`config.mk`:
```
export PLATFORM = sky130hd
export DESIGN_NAME = varint_prefix_encoder_top
export DESIGN_NICKNAME = d
export VERILOG_FILES = /design/src/rtl/vpe_pkg.sv /design/src/rtl/vpe_front.sv /design/src/rtl/vpe_queue.sv /design/src/rtl/vpe_back.sv /design/src/rtl/varint_prefix_encoder_top.sv
export VERILOG_INCLUDE_DIRS = /design/src /design/src/rtl
export SDC_FILE = /design/constraint.sdc
export NUM_CORES = 1
export LEC_CHECK = 0
export BUFFER_PORTS_ARGS = -buffer_cell sky130_fd_sc_hd__buf_4
export CORE_ASPECT_RATIO = 1.25
export CORE_UTILIZATION = 62
export CTS_CLUSTER_DIAMETER = 80
export CTS_CLUSTER_SIZE = 10
export DETAILED_ROUTE_END_ITERATION = 7
export GPL_ROUTABILITY_DRIVEN = 1
export PLACE_DENSITY_LB_ADDON = 0.05
export SLEW_MARGIN = 20
export SYNTH_ARGS = -nofsm -noshare
export SYNTH_HDL_FRONTEND = slang
export SYNTH_SLANG_ARGS = --single-unit
```
`constraint.sdc`:
```
create_clock -name clk -period 6.1 [get_ports clk]
set_clock_uncertainty 0.1 [all_clocks]
set_input_delay 0.61 -clock clk [delete_from_list [all_inputs] [get_ports clk]]
set_output_delay 0.61 -clock clk [all_outputs]
set_load 0.05 [all_outputs]
```
`src/rtl/assert_macros.svh`:
```
// Assertion macros used by the top level of the varint prefix encoder.
// Holds no other dependencies; the bodies are empty when SYNTHESIS is set.
`ifndef ASSERT_MACROS_SVH
`define ASSERT_MACROS_SVH

`ifndef SYNTHESIS

// cond must hold on every clock edge outside reset
`define VPE_ASSERT_ALWAYS(lbl, clk, rst_n, cond) \
	lbl: assert property (@(posedge clk) disable iff (!rst_n) (cond)) \
		else $error("assertion failed");

// cons must hold on the same edge as ante
`define VPE_ASSERT_IMPL(lbl, clk, rst_n, ante, cons) \
	lbl: assert property (@(posedge clk) disable iff (!rst_n) (ante) |-> (cons)) \
		else $error("assertion failed");

// cons must hold on the edge after ante
`define VPE_ASSERT_NEXT(lbl, clk, rst_n, ante, cons) \
	lbl: assert property (@(posedge clk) disable iff (!rst_n) (ante) |=> (cons)) \
		else $error("assertion failed");

`else

`define VPE_ASSERT_ALWAYS(lbl, clk, rst_n, cond)
`define VPE_ASSERT_IMPL(lbl, clk, rst_n, ante, cons)
`define VPE_ASSERT_NEXT(lbl, clk, rst_n, ante, cons)

`endif

`endif

```
`src/rtl/vpe_pkg.sv`:
```
// Shared types and constants of the varint prefix encoder.
// No dependencies; used by the front, queue, back and top files.
`timescale 1ns / 1ps
`default_nettype none

package vpe_pkg;

	localparam int VALUE_W    = 64;
	localparam int BYTE_W     = 8;
	localparam int LEN_W      = 4;
	localparam int SPACE_W    = 4;
	localparam int MAX_PAYLD  = VALUE_W / BYTE_W;

	// one classified item, as the back part needs it
	typedef struct packed {
		logic [VALUE_W-1:0] data;     // value itself when len is 1, else value - base
		logic [LEN_W-1:0]   len;      // total encoded length, 1 to 9
		logic               no_room;
	} qentry_t;

endpackage

`default_nettype wire

```
`src/rtl/vpe_front.sv`:
```
// Front part: accepts input beats, zigzag maps in signed mode, classifies length and room.
// Depends on vpe_pkg; pushes classified entries into vpe_queue.
`timescale 1ns / 1ps
`default_nettype none

module vpe_front #(
	parameter int BASE_THRESHOLD = 248
) (
	input  wire logic                          clk,
	input  wire logic                          arst_n,
	input  wire logic                          signed_mode,
	input  wire logic                          in_valid,
	output logic                               in_ready,
	input  wire logic [vpe_pkg::VALUE_W-1:0]   value,
	input  wire logic [vpe_pkg::SPACE_W-1:0]   space_available,
	output logic                               push_valid,
	input  wire logic                          push_ready,
	output vpe_pkg::qentry_t                   push_entry
);

	localparam logic [vpe_pkg::VALUE_W-1:0] BASE = vpe_pkg::VALUE_W'(BASE_THRESHOLD);

	logic                          valid_s1;
	logic [vpe_pkg::VALUE_W-1:0]   v_s1;
	logic [vpe_pkg::SPACE_W-1:0]   space_s1;

	logic [vpe_pkg::VALUE_W-1:0]   v_dbl;
	logic [vpe_pkg::VALUE_W-1:0]   v_map;
	logic [vpe_pkg::VALUE_W-1:0]   diff;
	logic                          is_short;
	logic [vpe_pkg::LEN_W-1:0]     nb;
	logic [vpe_pkg::LEN_W-1:0]     len;

	assign in_ready = !valid_s1 || push_ready;

	// zigzag: complement of v<<1 for negative inputs
	assign v_dbl = {value[vpe_pkg::VALUE_W-2:0], 1'b0};
	assign v_map = (signed_mode && value[vpe_pkg::VALUE_W-1]) ? ~v_dbl
	             : (signed_mode ? v_dbl : value);

	always_ff @(posedge clk or negedge arst_n) begin
		if (!arst_n) begin
			valid_s1 <= 1'b0;
		end else if (in_valid && in_ready) begin
			valid_s1 <= 1'b1;
		end else if (push_ready) begin
			valid_s1 <= 1'b0;
		end
	end

	always_ff @(posedge clk) begin
		if (in_valid && in_ready) begin
			v_s1     <= v_map;
			space_s1 <= space_available;
		end
	end

	assign is_short = v_s1 < BASE;
	assign diff     = v_s1 - BASE;

	// fewest big-endian bytes that hold diff, at least one
	always_comb begin
		nb = vpe_pkg::LEN_W'(1);
		for (int n = 1; n < vpe_pkg::MAX_PAYLD; n++) begin
			if ((diff >> (vpe_pkg::BYTE_W * n)) != '0) begin
				nb = vpe_pkg::LEN_W'(n + 1);
			end
		end
	end

	assign len = is_short ? vpe_pkg::LEN_W'(1) : nb + vpe_pkg::LEN_W'(1);

	assign push_valid         = valid_s1;
	assign push_entry.data    = is_short ? v_s1 : diff;
	assign push_entry.len     = len;
	assign push_entry.no_room = space_s1 < len;

endmodule

`default_nettype wire

```
`src/rtl/vpe_queue.sv`:
```
// Two-entry shift queue between the front and back parts.
// Depends on vpe_pkg for the entry type.
`timescale 1ns / 1ps
`default_nettype none

module vpe_queue (
	input  wire logic              clk,
	input  wire logic              arst_n,
	input  wire logic              push_valid,
	output logic                   push_ready,
	input  wire vpe_pkg::qentry_t  push_entry,
	output logic                   pop_valid,
	input  wire logic              pop_ready,
	output vpe_pkg::qentry_t       pop_entry
);

	logic [1:0]        count_q;
	vpe_pkg::qentry_t  ent0_q;
	vpe_pkg::qentry_t  ent1_q;
	logic              push;
	logic              pop;
	logic              to_head;

	assign push_ready = count_q != 2'd2;
	assign pop_valid  = count_q != 2'd0;
	assign pop_entry  = ent0_q;
	assign push       = push_valid && push_ready;
	assign pop        = pop_valid && pop_ready;
	assign to_head    = count_q == 2'd0 || (pop && count_q == 2'd1);

	always_ff @(posedge clk or negedge arst_n) begin
		if (!arst_n) begin
			count_q <= 2'd0;
		end else if (push && !pop) begin
			count_q <= count_q + 2'd1;
		end else if (pop && !push) begin
			count_q <= count_q - 2'd1;
		end
	end

	// head is always ent0; a pop shifts the tail forward
	always_ff @(posedge clk) begin
		if (push && to_head) begin
			ent0_q <= push_entry;
		end else if (pop) begin
			ent0_q <= ent1_q;
		end
		if (push && !to_head) begin
			ent1_q <= push_entry;
		end
	end

endmodule

`default_nettype wire

```
`src/rtl/vpe_back.sv`:
```
// Back part: turns queue entries into byte beats behind an output register.
// Depends on vpe_pkg; pops entries from vpe_queue.
`timescale 1ns / 1ps
`default_nettype none

module vpe_back #(
	parameter int BASE_THRESHOLD = 248
) (
	input  wire logic                          clk,
	input  wire logic                          arst_n,
	input  wire logic                          pop_valid,
	output logic                               pop_ready,
	input  wire vpe_pkg::qentry_t              pop_entry,
	output logic                               out_valid,
	input  wire logic                          out_ready,
	output logic [vpe_pkg::BYTE_W-1:0]         out_byte,
	output logic                               last,
	output logic                               no_room,
	output logic [vpe_pkg::LEN_W-1:0]          total_length
);

	logic                          busy_q;
	logic [vpe_pkg::LEN_W-1:0]     cnt_q;
	logic [vpe_pkg::LEN_W-1:0]     run_len_q;
	logic [vpe_pkg::VALUE_W-1:0]   sh_q;

	logic                          out_valid_q;
	logic [vpe_pkg::BYTE_W-1:0]    out_byte_q;
	logic                          last_q;
	logic                          no_room_q;
	logic [vpe_pkg::LEN_W-1:0]     len_q;

	logic                          adv;
	logic                          pop;
	logic                          load;
	logic [vpe_pkg::LEN_W-1:0]     nb;
	logic [2:0]                    lead;
	logic [vpe_pkg::VALUE_W-1:0]   aligned;
	logic [vpe_pkg::BYTE_W-1:0]    hdr;

	logic                          b_valid;
	logic [vpe_pkg::BYTE_W-1:0]    b_byte;
	logic                          b_last;
	logic                          b_no_room;
	logic [vpe_pkg::LEN_W-1:0]     b_len;

	assign adv       = !out_valid_q || out_ready;
	assign pop_ready = adv && !busy_q;
	assign pop       = pop_valid && pop_ready;
	assign load      = pop && !pop_entry.no_room && pop_entry.len != vpe_pkg::LEN_W'(1);

	// left-align the payload so its top byte goes first
	assign nb      = pop_entry.len - vpe_pkg::LEN_W'(1);
	assign lead    = 3'(vpe_pkg::LEN_W'(vpe_pkg::MAX_PAYLD) - nb);
	assign aligned = pop_entry.data << {lead, 3'b000};
	assign hdr     = vpe_pkg::BYTE_W'(BASE_THRESHOLD) + {4'd0, pop_entry.len} - 8'd2;

	always_comb begin
		b_valid   = busy_q || pop_valid;
		b_byte    = hdr;
		b_last    = 1'b0;
		b_no_room = 1'b0;
		b_len     = pop_entry.len;
		if (busy_q) begin
			b_byte = sh_q[vpe_pkg::VALUE_W-1 -: vpe_pkg::BYTE_W];
			b_last = cnt_q == vpe_pkg::LEN_W'(1);
			b_len  = run_len_q;
		end else if (pop_entry.no_room) begin
			b_byte    = '0;
			b_last    = 1'b1;
			b_no_room = 1'b1;
		end else if (pop_entry.len == vpe_pkg::LEN_W'(1)) begin
			b_byte = pop_entry.data[vpe_pkg::BYTE_W-1:0];
			b_last = 1'b1;
		end
	end

	always_ff @(posedge clk or negedge arst_n) begin
		if (!arst_n) begin
			busy_q      <= 1'b0;
			cnt_q       <= '0;
			out_valid_q <= 1'b0;
		end else begin
			if (adv) begin
				out_valid_q <= b_valid;
			end
			if (load) begin
				busy_q <= 1'b1;
				cnt_q  <= nb;
			end else if (busy_q && adv) begin
				busy_q <= cnt_q != vpe_pkg::LEN_W'(1);
				cnt_q  <= cnt_q - vpe_pkg::LEN_W'(1);
			end
		end
	end

	always_ff @(posedge clk) begin
		if (adv) begin
			out_byte_q <= b_byte;
			last_q     <= b_last;
			no_room_q  <= b_no_room;
			len_q      <= b_len;
		end
		if (load) begin
			sh_q      <= aligned;
			run_len_q <= pop_entry.len;
		end else if (busy_q && adv) begin
			sh_q <= sh_q << vpe_pkg::BYTE_W;
		end
	end

	assign out_valid    = out_valid_q;
	assign out_byte     = out_byte_q;
	assign last         = last_q;
	assign no_room      = no_room_q;
	assign total_length = len_q;

endmodule

`default_nettype wire

```
`src/rtl/varint_prefix_encoder_top.sv`:
```
// The first byte of a value passes the front register, the two-entry queue and
// the back output register. Throughput: one output beat per cycle while out_ready
// is high; a value gives len beats (1 to 9), a no-room value one zero beat;
// input beats keep flowing through the front stage and two-entry queue meanwhile.
// Reset: arst_n clears all control state and signed_mode; no clearing pass.
`timescale 1ns / 1ps
`default_nettype none
`include "assert_macros.svh"

module varint_prefix_encoder_top #(
	parameter int BASE_THRESHOLD = 248
) (
	input  wire logic                          clk,
	input  wire logic                          arst_n,
	input  wire logic                          cfg_wr_en,
	input  wire logic                          cfg_wr_data,
	input  wire logic                          in_valid,
	output logic                               in_ready,
	input  wire logic [vpe_pkg::VALUE_W-1:0]   value,
	input  wire logic [vpe_pkg::SPACE_W-1:0]   space_available,
	output logic                               out_valid,
	input  wire logic                          out_ready,
	output logic [vpe_pkg::BYTE_W-1:0]         out_byte,
	output logic                               last,
	output logic                               no_room,
	output logic [vpe_pkg::LEN_W-1:0]          total_length
);

	logic              signed_mode_q;
	logic              push_valid;
	logic              push_ready;
	vpe_pkg::qentry_t  push_entry;
	logic              pop_valid;
	logic              pop_ready;
	vpe_pkg::qentry_t  pop_entry;

	always_ff @(posedge clk or negedge arst_n) begin
		if (!arst_n) begin
			signed_mode_q <= 1'b0;
		end else if (cfg_wr_en) begin
			signed_mode_q <= cfg_wr_data;
		end
	end

	vpe_front #(
		.BASE_THRESHOLD (BASE_THRESHOLD)
	) u_front (
		.clk             (clk),
		.arst_n          (arst_n),
		.signed_mode     (signed_mode_q),
		.in_valid        (in_valid),
		.in_ready        (in_ready),
		.value           (value),
		.space_available (space_available),
		.push_valid      (push_valid),
		.push_ready      (push_ready),
		.push_entry      (push_entry)
	);

	vpe_queue u_queue (
		.clk        (clk),
		.arst_n     (arst_n),
		.push_valid (push_valid),
		.push_ready (push_ready),
		.push_entry (push_entry),
		.pop_valid  (pop_valid),
		.pop_ready  (pop_ready),
		.pop_entry  (pop_entry)
	);

	vpe_back #(
		.BASE_THRESHOLD (BASE_THRESHOLD)
	) u_back (
		.clk          (clk),
		.arst_n       (arst_n),
		.pop_valid    (pop_valid),
		.pop_ready    (pop_ready),
		.pop_entry    (pop_entry),
		.out_valid    (out_valid),
		.out_ready    (out_ready),
		.out_byte     (out_byte),
		.last         (last),
		.no_room      (no_room),
		.total_length (total_length)
	);

	// a no-room beat is a lone zero byte
	`VPE_ASSERT_IMPL(a_noroom_lone, clk, arst_n, out_valid && no_room, last && out_byte == 8'd0)
	// only a multi-byte run has beats that are not last
	`VPE_ASSERT_IMPL(a_mid_run, clk, arst_n, out_valid && !last, !no_room && total_length > 4'd1)
	`VPE_ASSERT_IMPL(a_single, clk, arst_n, out_valid && total_length == 4'd1, last)
	// a mode write takes effect at the next edge
	`VPE_ASSERT_NEXT(a_cfg, clk, arst_n, cfg_wr_en, signed_mode_q == $past(cfg_wr_data))

endmodule

`default_nettype wire
```
Yosys cells after proc, flatten, opt, wreduce, memory -nomap -nowiden. Index checks and enable logic that the tools add are counted.

Input bits: 74. Word-level logic and storage cells: 107. Flip-flop bits (word level): 298.

Magnitude comparators: 2. Equality and inequality tests: 6. Mux-type cells: 31. Shift-type cells: 1. Reduce and logical (&&, ||, !) cells: 37. Add/subtract/negate cells: 9. Bitwise operators: 1.

Operators by type and width (number): 64-bit nonzero test (7); 64-bit 2-to-1 mux (5); 69-bit 2-to-1 mux (2); 64-bit by 8-bit less-than comparator with 1-bit output, second input constant (1); 64-bit NOT (1); 64-bit by 6-bit << shifter with 64-bit output (1); 64-bit by 8-bit subtractor with 64-bit output, second input constant (1); 4-bit 2-to-1 mux (10); 8-bit 2-to-1 mux (3); 1-bit logical AND (13); 2-bit nonzero test (5); 4-bit by 1-bit equality test with 1-bit output, second input constant (2); 1-bit 2-to-1 mux (8); 4-bit by 1-bit != test with 1-bit output, second input constant (2); 4-bit by 1-bit subtractor with 4-bit output, second input constant (2); 8-bit by 2-bit subtractor with 8-bit output, second input constant (1); 1-bit logical NOT (7); 4-bit by 5-bit adder with 6-bit output, first input constant (1); 2-bit 2-to-1 mux (3); 4-bit by 1-bit adder with 4-bit output, second input constant (1); 1-bit logical OR (4); 4-bit less-than comparator (1); 1-bit by 3-bit subtractor with 3-bit output, first input constant (1); 2-bit by 1-bit adder with 2-bit output, second input constant (1); 4 further kinds (4).

Longest topological paths before layout.
Word-level depth: 13. Mapped depth: 20. Mapped depth without buffers: 19.

Hierarchy. A second synthesis with hierarchy kept.

Cells, all modules: 1283. Area total of the unflattened synthesis: 16084.2 um^2.

By module, submodules not included: vpe_back (cells an instance 452, area an instance 5665.4 um^2, times used 1, seq. area each 2612.5 um^2); vpe_front (cells an instance 595, area an instance 5190.0 um^2, times used 1, seq. area each 2067.0 um^2); vpe_queue (cells an instance 234, area an instance 5188.7 um^2, times used 1, seq. area each 4194.0 um^2); varint_prefix_encoder_top (cells an instance 2, area an instance 40.0 um^2, times used 1, seq. area each 25.0 um^2).

Least setup slack after synthesis. OpenSTA, ideal clock, no wires.

Path kind: reg2reg. Start: register u_front.v_s1[37] in the netlist's numbering. End: register u_queue.ent0_q (netlist bit u_queue.pop_entry[0]) (data pin). Slack: 1563 ps. Library setup time: 152 ps. Clock period less this slack: 4537 ps. Stages on the path, launching flop included: 18. Path buffers: 0. Data required time: 5848 ps. Arrival time: 4285 ps. Path through: edfxtp_1 > or4_1 > or3b_4 > or3_1 > or4_1 > xnor2_1 > a2111o_1 > nor2_1 > ha_1 > xor2_1 > or2_1 > ha_1 > o21a_1 > nor2_1 > nor2_1 > nand2_1 > o21ai_0 > a31oi_1.

Cells in the longest elaborated chain, start to end: 13.

RTL lines: from (decl) (RTL line vpe_front.sv:24) `logic [vpe_pkg::VALUE_W-1:0] v_s1;`; from (signal assigned) (RTL line vpe_front.sv:53) `v_s1 <= v_map;`; 64-bit by 8-bit subtractor with 64-bit output (RTL line vpe_front.sv:59) `assign diff = v_s1 - BASE;`; 64-bit nonzero test (RTL line vpe_front.sv:65) `if ((diff >> (vpe_pkg::BYTE_W * n)) != '0) begin`; 2-bit 2-to-1 mux (RTL line vpe_front.sv:65); 4-bit 2-to-1 mux (6 in a row) (RTL line vpe_front.sv:65); 4-bit by 1-bit adder with 4-bit output (RTL line vpe_front.sv:71) `assign len = is_short ? vpe_pkg::LEN_W'(1) : nb + vpe_pkg::LEN_W'(1);`; 4-bit 2-to-1 mux (*) (RTL line vpe_front.sv:71); 4-bit less-than comparator (*) (RTL line vpe_front.sv:76) `assign push_entry.no_room = space_s1 < len;`; 69-bit 2-to-1 mux (*) (RTL line vpe_queue.sv:43) `if (push && to_head) begin`; to (signal assigned) (RTL line vpe_queue.sv:44) `ent0_q <= push_entry;`; to (signal assigned) (RTL line vpe_queue.sv:46) `ent0_q <= ent1_q;`; to (decl) (RTL line vpe_queue.sv:18) `vpe_pkg::qentry_t ent0_q;`.

Every way passes the cells marked *; elsewhere a longest branch is shown, timed or not. A chain may end at the register's enable or synchronous reset.

Worst setup path after layout.
Start: register u_front.v_s1[14] in the netlist's numbering. End: register u_queue.ent0_q (netlist bit u_queue.pop_entry[0]) (data pin).

Same word-level chain as after synthesis.

==> out/summary.txt <==
status = complete, no violations
synthesized area = 15800 sq um
dpl hpwl = 24500 um
# port buffers = 89
die width = 145 um
Worst Setup SP = u_front.v_s1[14]
Max-cap violations = 0
worst-margin pin slew = 0.981 ns
Max Clk Rate = 198 MHz
vias in the first global route = 10.5k
Setup crit end kind = flip-flop
Die Y = 181 um
finished layout cell area = 17700 sq um
layout cells sized above 1 = 0.145
Initial Util = 0.630
first-pass GRT wire length = 56100 um
I/O Pins = 90
core area = 25100 sq um
Post-CTS Setup Bufs = 0
Die Area = 26200 sq um
Final ANT Viol Nets = 0
Synth Flop Type = edfxtp_1
VDD IR-drop max = 0.310 mV
TritonCTS clock tree = built
Overflow after GRT = 0
Mean Syn Cell Area = 11.1 sq um
Synth cell types = 71
hold crit path type = primary input to flip-flop
Mapped Cells = 1432
sequential area share after synthesis = 0.562
period utilization = 0.830
Layout Nets = 1576
PD cells = 504 nW/um^2
Layout area overhead = 11.8%
setup_tns = 0 ns
DR vias = 10.9k
CTS max path bufs = 3
largest net degree at the start of global routing = 115
global-route usage over all layers = 0.272
Layout Cells excl Fill = 1830
DRT Pass-1 Iters = 5
routability cong. = 0.876
post-cts repair resize count = 0
Placed Area = 16700 sq um
Post-Route WL = 34400 um
final hold vios = 0
CP max FO = 11
vias per cell = 5.96
Clock Latency Late Sink = 0.51 ns
CTS Root Cell = clkbuf_16
Hold Crit Start = space_available[1]
Final setup viols = 0
CTS sink count = 298
H-tree levels = 2
worst r2r src = u_front.v_s1[14]
CP startpoint kind = flip-flop
DRT iter0 DRCs = 691
EDFF count, synth = 288
Antenna diodes = 0
worst relative slew slack = 0.346
RSZ-0062 raised after global routing = false
Mapped Nets = 1522
fin crit period = 5.06 ns
row count = 65
fin. max-slew vios = 0
FFs w/ async S/R, synth = 0.0336
flops & latches, synth = 298
arrival time at the worst endpoint = 5.32 ns
WS Path Type = flip-flop to flip-flop
Ys Warns = 0
drc violations = 0
Num CTS Buffers = 35
Lkg Pwr = 0.00636 uW
WL per Instance = 18.8 um
Placed Cells = 1783
initial antenna violation count = 0
# hold bufs at CTS = 1
Critical Path RT = 6.36 ns
Worst-path clk slew = 0.06 ns
-- power breakdown --
group / internal (uW) / switching, uW
Sequential: 3370 / 514
Clock: 1060 / 760
Combinational: 1260 / 1960
-- critical path: stages, from the launching register on --
cell and delay, ns:
edfxtp_1 0.49, nor4_1 0.55, o2111ai_1 0.21, buf_4 0.23, or4_1 0.63, o31ai_1 0.37
nand3_1 0.18, a2111o_1 0.38, nor2_1 0.24, ha_1 0.21, xor2_1 0.11, or2_1 0.25
ha_1 0.30, o21a_1 0.19, nor2_1 0.12, nor2_1 0.07, nand2_1 0.06, o21ai_0 0.08
a31oi_1 0.15
-- path summary, 6_finish.rpt --
path / to / slack (ns) / cells after the start
min: u_front.space_s1[1] / 0.17 / 1
min in group asynchronous: u_back.cnt_q[2] / 0.37 / 2
min reg2reg: u_queue.pop_entry[31] / 0.41 / 2
max in group asynchronous: signed_mode_q / 5.34 / 2
max reg2reg: u_queue.pop_entry[0] / 1.04 / 18
max: u_queue.pop_entry[0] / 1.04 / 18
-- area by class of cell --
class | instances | area [sq um]
tap | 335 | 419
fill | 1885 | 7430
clock inverter | 3 | 28.8
inverter | 16 | 60.1
timing repair buffer | 107 | 806
sequential | 298 | 8900
clock buffer | 43 | 927
multi-input combinational | 1028 | 6560
-- cell usage after synthesis (all sizes together) (13+ instances only) --
master | instances | area share
a21oi | 98 | 0.031
ha | 16 | 0.013
inv | 14 | 0.0033
mux4 | 40 | 0.057
nand3 | 23 | 0.0073
mux2i | 16 | 0.010
buf | 20 | 0.0055
edfxtp | 288 | 0.55
nor2 | 156 | 0.037
nor3 | 26 | 0.0085
clkbuf | 70 | 0.017
nand2 | 264 | 0.063
nor4 | 17 | 0.0085
o21ai | 77 | 0.024
xor2 | 20 | 0.011
o31ai | 26 | 0.012
xnor2 | 102 | 0.056
or4 | 13 | 0.0064
-- routing by layer --
metal  up-vias  share of wire  GRT usage
met5         -              0          0
met4         0          0.046      0.129
met3        91          0.053     0.0349
met2       403           0.48      0.441
met1      5108           0.42      0.365
li1       5301              -          -
-- kinds of logic (layout without fill, tap and decap cells) --
| kind of cell | count (synthesis) | in the layout | share of synthesized area |
|---|---|---|---|
| flops | 298 | 298 | 0.562 |
| fa+ha+maj | 16 | 16 | 0.0126 |
| mux | 65 | 65 | 0.0737 |
| simple gates | 565 | 565 | 0.159 |
| buf+inv | 106 | 169 | 0.0259 |
| compound gates | 260 | 260 | 0.0987 |
| xor+xnor | 122 | 122 | 0.0675 |
-- state kept, by name, summed over array words and instances, names as in the netlist, 4 cells and up --
name,flops
u_queue.ent1_q,69
u_back.run_len_q,4
u_back.cnt_q,4
u_back.total_length,4
u_back.out_byte,8
u_front.space_s1,4
u_front.v_s1,64
u_back.sh_q,64
u_queue.pop_entry,69
-- cell usage in the layout, fill, tap and decap left out, types with 26 or more instances in the layout --
cell type	instances
edfxtp_1	288
nand2_1	261
nor2_1	155
buf_4	106
xnor2_1	101
a21oi_1	98
o21ai_0	75
mux4_2	40
clkbuf_16	36
o31ai_1	26
-- stage by stage --
step	power, uW	utilization	hold WS [ns]	worst slack (ns)
6_report	8920	0.704	0.174	1.04
5_1_grt	9440	0.704	0.165	0.714
4_1_cts	8960	0.704	0.159	1.10
3_5_place_dp	7130	0.666	0.362	1.14
3_3_place_gp	7030	0.666	0.357	1.25
2_1_floorplan	6160	-	0.214	1.56
No activity file was read; power rests on OpenSTA's default activity.
